**src/rtl/nrmc_pkg.sv**
```systemverilog
// types, character codes and constant tables shared by the rmc position parser
package nrmc_pkg;

  localparam logic [7:0] CH_DOLLAR = 8'h24;
  localparam logic [7:0] CH_COMMA  = 8'h2C;
  localparam logic [7:0] CH_POINT  = 8'h2E;
  localparam logic [7:0] CH_CR     = 8'h0D;
  localparam logic [7:0] CH_LF     = 8'h0A;
  localparam logic [7:0] CH_ZERO   = 8'h30;
  localparam logic [7:0] CH_NINE   = 8'h39;
  localparam logic [7:0] CH_SOUTH  = 8'h53;
  localparam logic [7:0] CH_WEST   = 8'h57;

  localparam logic [2:0] HDR_LAST_POS = 3'd5;
  localparam logic [2:0] HDR_LEN      = 3'd6;

  localparam logic [3:0] FLD_FIRST = 4'd1;
  localparam logic [3:0] FLD_LAT   = 4'd3;
  localparam logic [3:0] FLD_NS    = 4'd4;
  localparam logic [3:0] FLD_LON   = 4'd5;
  localparam logic [3:0] FLD_EW    = 4'd6;

  localparam logic [3:0] LAT_DEG_CHARS = 4'd2;
  localparam logic [3:0] LON_DEG_CHARS = 4'd3;

  localparam logic [31:0] LAT_LIMIT = 32'd900000000;
  localparam logic [31:0] LON_LIMIT = 32'd1800000000;

  typedef struct packed {
    logic [7:0]  deg;
    logic [6:0]  whole;
    logic [23:0] frac;
    logic [2:0]  cnt;
    logic        neg;
  } nrmc_num_t;

  typedef struct packed {
    nrmc_num_t lat;
    nrmc_num_t lon;
  } nrmc_launch_t;

  function automatic logic [7:0] hdr_char(input logic [2:0] pos);
    logic [7:0] ch;
    unique case (pos)
      3'd0:    ch = 8'h24;
      3'd1:    ch = 8'h47;
      3'd2:    ch = 8'h4E;
      3'd3:    ch = 8'h52;
      3'd4:    ch = 8'h4D;
      3'd5:    ch = 8'h43;
      default: ch = 8'h00;
    endcase
    return ch;
  endfunction

  function automatic logic [23:0] pow10(input logic [2:0] e);
    logic [23:0] p;
    unique case (e)
      3'd0: p = 24'd1;
      3'd1: p = 24'd10;
      3'd2: p = 24'd100;
      3'd3: p = 24'd1000;
      3'd4: p = 24'd10000;
      3'd5: p = 24'd100000;
      3'd6: p = 24'd1000000;
      3'd7: p = 24'd10000000;
    endcase
    return p;
  endfunction

endpackage

```
**src/rtl/nrmc_parser.sv**
```systemverilog
// per-byte sentence front end: header match, field count and number accumulators
module nrmc_parser #(
  parameter int unsigned FRAC_DIGITS = 5
) (
  input  logic                  clk,
  input  logic                  rst_n,
  input  logic                  byte_acc,
  input  logic [7:0]            byte_in,
  output logic                  launch_v,
  output nrmc_pkg::nrmc_launch_t launch
);

  logic [2:0]  hmp_r, hmp_nxt;
  logic        in_rmc_r, in_rmc_nxt;
  logic [3:0]  fi_r, fi_nxt;
  logic [3:0]  cif_r, cif_nxt;
  logic [7:0]  deg_r, deg_nxt;
  logic [6:0]  whole_r, whole_nxt;
  logic [23:0] frac_r, frac_nxt;
  logic [2:0]  cnt_r, cnt_nxt;
  logic        seen_r, seen_nxt;
  nrmc_pkg::nrmc_num_t held_r, held_nxt;

  logic        digit;
  logic [3:0]  dval;
  logic [3:0]  deg_chars;
  logic [11:0] deg_calc;
  logic [10:0] whole_calc;
  logic [27:0] frac_calc;

  always_comb begin
    digit      = (byte_in >= nrmc_pkg::CH_ZERO) && (byte_in <= nrmc_pkg::CH_NINE);
    dval       = 4'(byte_in - nrmc_pkg::CH_ZERO);
    deg_chars  = (fi_r == nrmc_pkg::FLD_LAT) ? nrmc_pkg::LAT_DEG_CHARS
                                              : nrmc_pkg::LON_DEG_CHARS;
    deg_calc   = 12'(deg_r) * 12'd10 + 12'(dval);
    whole_calc = 11'(whole_r) * 11'd10 + 11'(dval);
    frac_calc  = 28'(frac_r) * 28'd10 + 28'(dval);

    hmp_nxt    = hmp_r;
    in_rmc_nxt = in_rmc_r;
    fi_nxt     = fi_r;
    cif_nxt    = cif_r;
    deg_nxt    = deg_r;
    whole_nxt  = whole_r;
    frac_nxt   = frac_r;
    cnt_nxt    = cnt_r;
    seen_nxt   = seen_r;
    held_nxt   = held_r;
    launch_v   = 1'b0;

    if (byte_acc) begin
      priority if (byte_in == nrmc_pkg::CH_DOLLAR) begin
        hmp_nxt    = 3'd1;
        in_rmc_nxt = 1'b0;
        fi_nxt     = '0;
        cif_nxt    = '0;
      end else if (byte_in == nrmc_pkg::CH_CR || byte_in == nrmc_pkg::CH_LF) begin
        hmp_nxt    = '0;
        in_rmc_nxt = 1'b0;
      end else if (!in_rmc_r) begin
        if (hmp_r >= 3'd1 && hmp_r <= nrmc_pkg::HDR_LAST_POS) begin
          hmp_nxt = (byte_in == nrmc_pkg::hdr_char(hmp_r)) ? hmp_r + 3'd1 : 3'd0;
        end else if (hmp_r == nrmc_pkg::HDR_LEN) begin
          hmp_nxt = '0;
          if (byte_in == nrmc_pkg::CH_COMMA) begin
            in_rmc_nxt = 1'b1;
            fi_nxt     = nrmc_pkg::FLD_FIRST;
            cif_nxt    = '0;
          end
        end else begin
          hmp_nxt = '0;
        end
      end else begin
        // latitude is frozen on the first byte of its hemisphere field
        if (fi_r == nrmc_pkg::FLD_NS && cif_r == 4'd0) begin
          held_nxt.deg   = deg_r;
          held_nxt.whole = whole_r;
          held_nxt.frac  = frac_r;
          held_nxt.cnt   = cnt_r;
          held_nxt.neg   = (byte_in == nrmc_pkg::CH_SOUTH);
        end
        if (fi_r == nrmc_pkg::FLD_EW && cif_r == 4'd0) begin
          launch_v   = 1'b1;
          in_rmc_nxt = 1'b0;
        end else if (byte_in == nrmc_pkg::CH_COMMA) begin
          fi_nxt  = (fi_r != 4'hF) ? fi_r + 4'd1 : fi_r;
          cif_nxt = '0;
          if (fi_nxt == nrmc_pkg::FLD_LAT || fi_nxt == nrmc_pkg::FLD_LON) begin
            deg_nxt   = '0;
            whole_nxt = '0;
            frac_nxt  = '0;
            cnt_nxt   = '0;
            seen_nxt  = 1'b0;
          end
        end else begin
          if (fi_r == nrmc_pkg::FLD_LAT || fi_r == nrmc_pkg::FLD_LON) begin
            priority if (cif_r < deg_chars) begin
              if (digit) begin
                deg_nxt = (deg_calc > 12'd255) ? 8'd255 : deg_calc[7:0];
              end
            end else if (byte_in == nrmc_pkg::CH_POINT) begin
              seen_nxt = 1'b1;
            end else begin
              if (digit) begin
                if (!seen_r) begin
                  whole_nxt = (whole_calc > 11'd127) ? 7'd127 : whole_calc[6:0];
                end else if (cnt_r < 3'(FRAC_DIGITS)) begin
                  frac_nxt = frac_calc[23:0];
                  cnt_nxt  = cnt_r + 3'd1;
                end
              end
            end
          end
          cif_nxt = (cif_r != 4'hF) ? cif_r + 4'd1 : cif_r;
        end
      end
    end

    launch.lat       = held_r;
    launch.lon.deg   = deg_r;
    launch.lon.whole = whole_r;
    launch.lon.frac  = frac_r;
    launch.lon.cnt   = cnt_r;
    launch.lon.neg   = (byte_in == nrmc_pkg::CH_WEST);
  end

  always_ff @(posedge clk) begin
    if (!rst_n) begin
      hmp_r    <= '0;
      in_rmc_r <= 1'b0;
      fi_r     <= '0;
      cif_r    <= '0;
      deg_r    <= '0;
      whole_r  <= '0;
      frac_r   <= '0;
      cnt_r    <= '0;
      seen_r   <= 1'b0;
    end else begin
      hmp_r    <= hmp_nxt;
      in_rmc_r <= in_rmc_nxt;
      fi_r     <= fi_nxt;
      cif_r    <= cif_nxt;
      deg_r    <= deg_nxt;
      whole_r  <= whole_nxt;
      frac_r   <= frac_nxt;
      cnt_r    <= cnt_nxt;
      seen_r   <= seen_nxt;
    end
  end

  always_ff @(posedge clk) begin
    held_r <= held_nxt;
  end

endmodule

```
**src/rtl/nrmc_conv.sv**
```systemverilog
// one coordinate lane: degrees, minutes and fraction to signed 1e-7 degree
module nrmc_conv (
  input  logic                clk,
  input  logic [4:0]          en,
  input  nrmc_pkg::nrmc_num_t num_i,
  input  logic [31:0]         limit,
  output logic [31:0]         value_o
);

  localparam logic [31:0] DEG_SCALE  = 32'd10000000;
  localparam logic [24:0] WHOLE_STEP = 25'd166666;
  localparam logic [23:0] WHOLE_REM  = 24'd40;
  localparam logic [23:0] ROUND_ADD  = 24'd30;
  localparam logic [44:0] RECIP_15   = 45'd4473925;

  nrmc_pkg::nrmc_num_t s0_r;
  logic [23:0] x_r;
  logic [31:0] dm_r;
  logic [24:0] wm_r;
  logic [6:0]  whole1_r;
  logic        neg1_r;
  logic [23:0] z_r;
  logic [31:0] base2_r;
  logic        neg2_r;
  logic [18:0] q_r;
  logic [31:0] base3_r;
  logic        neg3_r;
  logic [31:0] val_r;

  logic [47:0] x_full;
  logic [31:0] dm;
  logic [24:0] wm;
  logic [23:0] z;
  logic [44:0] q_full;
  logic [31:0] sum;
  logic [31:0] mag;

  always_comb begin
    x_full = 48'(s0_r.frac) * 48'(nrmc_pkg::pow10(3'd7 - s0_r.cnt));
    dm     = 32'(s0_r.deg) * DEG_SCALE;
    wm     = 25'(s0_r.whole) * WHOLE_STEP;
    z      = 24'(whole1_r) * WHOLE_REM + x_r + ROUND_ADD;
    // divide by 60 as a shift by 2 then a reciprocal multiply by 1/15
    q_full = 45'(z_r[23:2]) * RECIP_15;
    sum    = base3_r + 32'(q_r);
    mag    = (sum > limit) ? limit : sum;
  end

  always_ff @(posedge clk) begin
    if (en[0]) begin
      s0_r <= num_i;
    end
    if (en[1]) begin
      x_r      <= x_full[23:0];
      dm_r     <= dm;
      wm_r     <= wm;
      whole1_r <= s0_r.whole;
      neg1_r   <= s0_r.neg;
    end
    if (en[2]) begin
      z_r     <= z;
      base2_r <= dm_r + 32'(wm_r);
      neg2_r  <= neg1_r;
    end
    if (en[3]) begin
      q_r     <= q_full[44:26];
      base3_r <= base2_r;
      neg3_r  <= neg2_r;
    end
    if (en[4]) begin
      val_r <= neg3_r ? (32'd0 - mag) : mag;
    end
  end

  assign value_o = val_r;

endmodule

```
**src/rtl/nmea_rmc_position_parser.sv**
```systemverilog
// top level of the rmc position parser: byte front end, two lanes, result flow control
//
//  channel | dir | handshake            | payload
//  --------+-----+----------------------+------------------------------------------
//  in_     | in  | in_tvalid/in_tready  | in_tdata: rx_byte
//  out_    | out | out_tvalid/out_tready| out_tdata: latitude_e7, longitude_e7, pad
//
//  one byte is taken every cycle while in_tready is high; the parser state updates
//  on the byte itself; a result leaves the output register once the hemisphere byte
//  that triggers it has passed the five-stage conversion pipeline of each lane
//  the pipeline holds up to five results; in_tready drops only when all are full
//  and out_tready is low
//  rst_n synchronous, clears every stage valid and the parser state except the held latitude
module nmea_rmc_position_parser #(
  parameter int unsigned FRAC_DIGITS = 5
) (
  input  logic        clk,
  input  logic        rst_n,
  input  logic        in_tvalid,
  output logic        in_tready,
  input  logic [7:0]  in_tdata,   // [7:0] rx_byte
  output logic        out_tvalid,
  input  logic        out_tready,
  output logic [63:0] out_tdata   // [30:0] latitude_e7, [62:31] longitude_e7, [63] zero
);

  logic                   in_acc;
  logic                   launch_v;
  nrmc_pkg::nrmc_launch_t launch;
  logic [4:0]             v_r, v_nxt;
  logic [4:0]             rdy;
  logic [31:0]            lat_val;
  logic [31:0]            lon_val;

  assign in_acc = in_tvalid && in_tready;

  nrmc_parser #(
    .FRAC_DIGITS(FRAC_DIGITS)
  ) u_parser (
    .clk     (clk),
    .rst_n   (rst_n),
    .byte_acc(in_acc),
    .byte_in (in_tdata),
    .launch_v(launch_v),
    .launch  (launch)
  );

  nrmc_conv u_lat (
    .clk    (clk),
    .en     (rdy),
    .num_i  (launch.lat),
    .limit  (nrmc_pkg::LAT_LIMIT),
    .value_o(lat_val)
  );

  nrmc_conv u_lon (
    .clk    (clk),
    .en     (rdy),
    .num_i  (launch.lon),
    .limit  (nrmc_pkg::LON_LIMIT),
    .value_o(lon_val)
  );

  always_comb begin
    rdy[4] = !v_r[4] || out_tready;
    for (int k = 3; k >= 0; k--) begin
      rdy[k] = !v_r[k] || rdy[k+1];
    end
    v_nxt[0] = rdy[0] ? launch_v : v_r[0];
    for (int k = 1; k < 5; k++) begin
      v_nxt[k] = rdy[k] ? v_r[k-1] : v_r[k];
    end
  end

  always_ff @(posedge clk) begin
    if (!rst_n) begin
      v_r <= '0;
    end else begin
      v_r <= v_nxt;
    end
  end

  assign in_tready  = rdy[0];
  assign out_tvalid = v_r[4];
  assign out_tdata  = {1'b0, lon_val, lat_val[30:0]};

  a_idle_ready: assert property (@(posedge clk) disable iff (!rst_n)
    !v_r[0] |-> in_tready)
    else $error("input stalled with an empty first stage");

  a_launch_src: assert property (@(posedge clk) disable iff (!rst_n)
    $rose(v_r[0]) |-> $past(in_tvalid && in_tready))
    else $error("result started without an accepted byte");

  a_lat_range: assert property (@(posedge clk) disable iff (!rst_n)
    out_tvalid |-> ($signed(out_tdata[30:0]) >= -31'sd900000000 &&
                    $signed(out_tdata[30:0]) <= 31'sd900000000))
    else $error("latitude out of range");

  a_lon_range: assert property (@(posedge clk) disable iff (!rst_n)
    out_tvalid |-> ($signed(out_tdata[62:31]) >= -32'sd1800000000 &&
                    $signed(out_tdata[62:31]) <= 32'sd1800000000))
    else $error("longitude out of range");

  a_hold: assert property (@(posedge clk) disable iff (!rst_n)
    (v_r[4] && !out_tready) |=> v_r[4])
    else $error("stalled result dropped");

endmodule

```
**config.mk**
```make
export PLATFORM = sky130hd
export DESIGN_NAME = nmea_rmc_position_parser
export DESIGN_NICKNAME = d
export VERILOG_FILES = /design/src/rtl/nrmc_pkg.sv /design/src/rtl/nrmc_parser.sv /design/src/rtl/nrmc_conv.sv /design/src/rtl/nmea_rmc_position_parser.sv
export SDC_FILE = /design/constraint.sdc
export NUM_CORES = 2
export LEC_CHECK = 0
export CAP_MARGIN = 30
export CELL_PAD_IN_SITES_DETAIL_PLACEMENT = 0
export CELL_PAD_IN_SITES_GLOBAL_PLACEMENT = 1
export CORE_MARGIN = 2
export CORE_UTILIZATION = 57
export DETAILED_ROUTE_END_ITERATION = 12
export DONT_BUFFER_PORTS = 1
export GPL_ROUTABILITY_DRIVEN = 0
export GPL_TIMING_DRIVEN = 1
export PLACE_DENSITY_LB_ADDON = 0.08
export SYNTH_ARGS = -nofsm -noshare
export SYNTH_HDL_FRONTEND = slang
export SYNTH_SLANG_ARGS = --single-unit
```
**constraint.sdc**
```tcl
create_clock -name clk -period 14.5 [get_ports clk]
set_input_delay 2.9 -clock clk [delete_from_list [all_inputs] [get_ports clk]]
set_output_delay 2.9 -clock clk [all_outputs]
set_load 0.02 [all_outputs]
```
==> flow_summary.ini <==
[outcome]
status = complete, no violations

[setup_path]
worstSetupEndpointType = flip-flop
max_stage_delay_ns = 0.75
cp_max_fo = 20
r2r_setup_slack_ns = 6.35
r2r_start = u_lon.s0_r[1]$_DFFE_PN_
required_ns = 14.86
cpMaxStageDelayCell = a21oi_2
rr_worst_depth = 26
crit_path_start_kind = flip-flop
worstSetupPathType = reg2reg
arrival_ns = 8.51
timing.rr.end = u_lon.x_r[23]$_DFFE_PP_
crit_top_cell = fa_1

[synth]
synthMuxAreaShare = 0.00396
synth_top_family_by_area = adder cells
netlist_instances = 6288
synth_compound_area_frac = 0.0878
netlist.area_leader.share = 0.260
synth_common_cells = inv_1 (1089), ha_1 (1006), fa_1 (590)
synth_largest_area_cell = edfxtp_1
synth-main-ff-cell = edfxtp_1
netlist_area_um2 = 64400
synthXorXnorAreaFrac = 0.0565
ys_seq_area_frac = 0.279
synthTopCellsByArea = edfxtp_1 (26%), ha_1 (20%), fa_1 (18%)
synth.net_count = 7896
synth_cell_types = 96
synth.yosys.warnings = 0
synthSimpleGateAreaFrac = 0.122
ys_ff_latch = 618
yosysMostFrequentCell = inv_1
synthAdderAreaFrac = 0.379
async_reset_ff_frac = 0
synth-edff-count = 558
syn_avg_cell_area_um2 = 10.2

[drt]
top_layer_used = met4
dr.pass1.iters = 7
drcViolationCount = 0
dr_wl_met2_um = 64500
routedWlPerCell_um = 17.7
wirelength_um = 138000
met3_length_um = 5870
postRouteAntennaNets = 0
post_drt_via_cell_ratio = 5.46
num_vias = 42652
met1_length_um = 64300
drt-initial-drc-count = 2085

[sta]
finalSetupViolCount = 0
hold_violations = 0
period_minus_slack_ns = 8.15
rsz0062_at_grt = no
tightest_slew_ns = 1.01
max_freq_ghz = 0.123
maxSlewViolCount = 0
period_share = 0.562
finalSetupTns_ns = 0
relSlewSlack = 0.326
skew_ns = 0.0287
whs_ns = 0.412

[placement]
dp_hpwl_um = 111000
portBuffers = 0
placed_cells = 7672
placed_cell_area_um2 = 65900

[clock_network]
clock_latency_ns = 0.64
postCtsSetupBuffers = 0
cts_made_buffers = 73
ctsResizeCount = 0
cts_root_buffer = clkbuf_16
clock_path_buffers = 3
clkTransAtPathRegs_ns = 0.06
cts_tree = done
htree_levels = 3
cts_hold_buf = 0
cts.sinks = 618

[floorplanning]
core_um2 = 112000
die_y_um = 340
die_area_um2 = 116000
rows = 123
initial_core_util = 0.574
pin_count = 78
die_w_um = 340

[global_routing]
grt_pass1_vias = 43384
grt_overflow = 0
grt_pass1_wl_um = 227000
grt_max_degree = 73
grt_usage = 0.244
antenna_found_initial = 0

[min_path]
min_path_type = reg2reg
worstHoldStart = u_lat.base2_r[22]$_DFFE_PP_
whs_endpoint = u_lat.base3_r[22]$_DFFE_PP_
whs_path_depth = 0

[cells_and_area]
nNetsFinal = 7856
stdcell_area_um2 = 68500
drive_above_1_share = 0.0327
syn_to_final_growth_pct = 6.36
layoutNonFillerInstCount = 7805
antenna_cells = 0
fin_util = 0.610

[power]
p_leak_nw = 34.0
ir_drop_mv = 0.0750
p_per_area_nw_per_um2 = 56.0

[job]
maxCapViolCount = 0
[routing by layer]
metal | up-vias | global-route usage
li1 | 21092 | -
met1 | 20580 | 0.336
met2 | 799 | 0.405
met3 | 181 | 0.0344
met4 | 0 | 0.0651
met5 | - | 0
[stage by stage]
stage          power, mW  setup slack, ns
2_1_floorplan       1.96             3.83
3_3_place_gp        1.96             6.42
3_5_place_dp        1.96             6.18
4_1_cts             3.89             6.19
5_1_grt             3.95             5.94
6_report            3.83             6.35
[cells by family after synthesis]
group                      after synthesis
muxes                                   24
and+or+nand+nor                       1548
AOI/OAI and AO/OA                      860
adders and majority gates             1596
DFF                                    618
other                                    1
buffers and inverters                 1228
xor gates and xnor gates               413
[placed cells by master (no fill, tap or decap), drive strengths merged, types with 28 or more instances in the layout]
master / instances
o21a: 40
and3: 111
a21boi: 29
o21bai: 41
or3: 28
a21oi: 239
fa: 590
a21o: 80
edfxtp: 558
nand2b: 46
inv: 1090
a31oi: 28
clkinv: 33
xor2: 114
o21ai: 183
dfxtp: 60
nor2: 247
clkbuf: 84
nor3: 107
and2: 243
nor2b: 97
ha: 1006
nand2: 433
xnor2: 299
a211oi: 35
nand4: 35
nand3: 104
[worst max-delay path: cells and delay by family (launching register included)]
kind / cells / cell delay, ns
buf+inv: 5 / 0.41
simple gates: 5 / 0.94
fa+ha+maj: 9 / 4.04
flops: 1 / 0.49
compound gates: 6 / 1.89
xor+xnor: 1 / 0.09
[report_power, final]
part	switching [mW]	total, mW	leakage [nW]	internal (mW)
Combinational	0.00512	0.0100	26.0	0.00487
Clock	0.767	1.91	1.23	1.14
Sequential	0.000289	1.91	6.79	1.91
Total	0.772	3.83	34.0	3.06
[area by class of cell]
| cell class | count | area (um2) |
|---|---|---|
| clock buffer | 84 | 1890 |
| clock inverter | 48 | 637 |
| fill | 9373 | 43700 |
| inverter | 1089 | 4100 |
| multi-input combinational | 4442 | 41800 |
| sequential | 618 | 18000 |
| tap | 1500 | 1880 |
| timing repair buffer | 24 | 204 |
[sequential cells by signal, summed over array words and instances, names as in the netlist, 8 cells and up]
name	cells
u_lat.value_o	31
u_lon.q_r	19
u_lon.s0_r	43
u_lat.dm_r	25
u_lon.wm_r	22
u_lat.z_r	22
u_lat.q_r	19
u_lat.x_r	23
u_lat.base2_r	31
u_lat.base3_r	31
u_lon.dm_r	25
u_lat.s0_r	43
u_lat.wm_r	22
u_parser.launch	43
u_lon.value_o	32
u_lon.base2_r	31
u_lon.z_r	22
u_lon.base3_r	31
u_lon.x_r	23
u_parser.frac_r	24
u_parser.deg_r	8
[how the worst max path moves through the flow]
stage	start	end	slack, ns
global route	u_lon.s0_r[1]$_DFFE_PN_	u_lon.x_r[23]$_DFFE_PP_	5.94
global placement	u_lat.s0_r[1]$_DFFE_PN_	u_lat.x_r[23]$_DFFE_PP_	6.42
CTS	u_lat.s0_r[1]$_DFFE_PN_	u_lat.x_r[23]$_DFFE_PP_	6.19
detailed placement	u_lat.s0_r[1]$_DFFE_PN_	u_lat.x_r[23]$_DFFE_PP_	6.18
floorplan	out_tready	in_tready	3.83
finish	u_lon.s0_r[1]$_DFFE_PN_	u_lon.x_r[23]$_DFFE_PP_	6.35
Power figures use the tool's default switching activity.
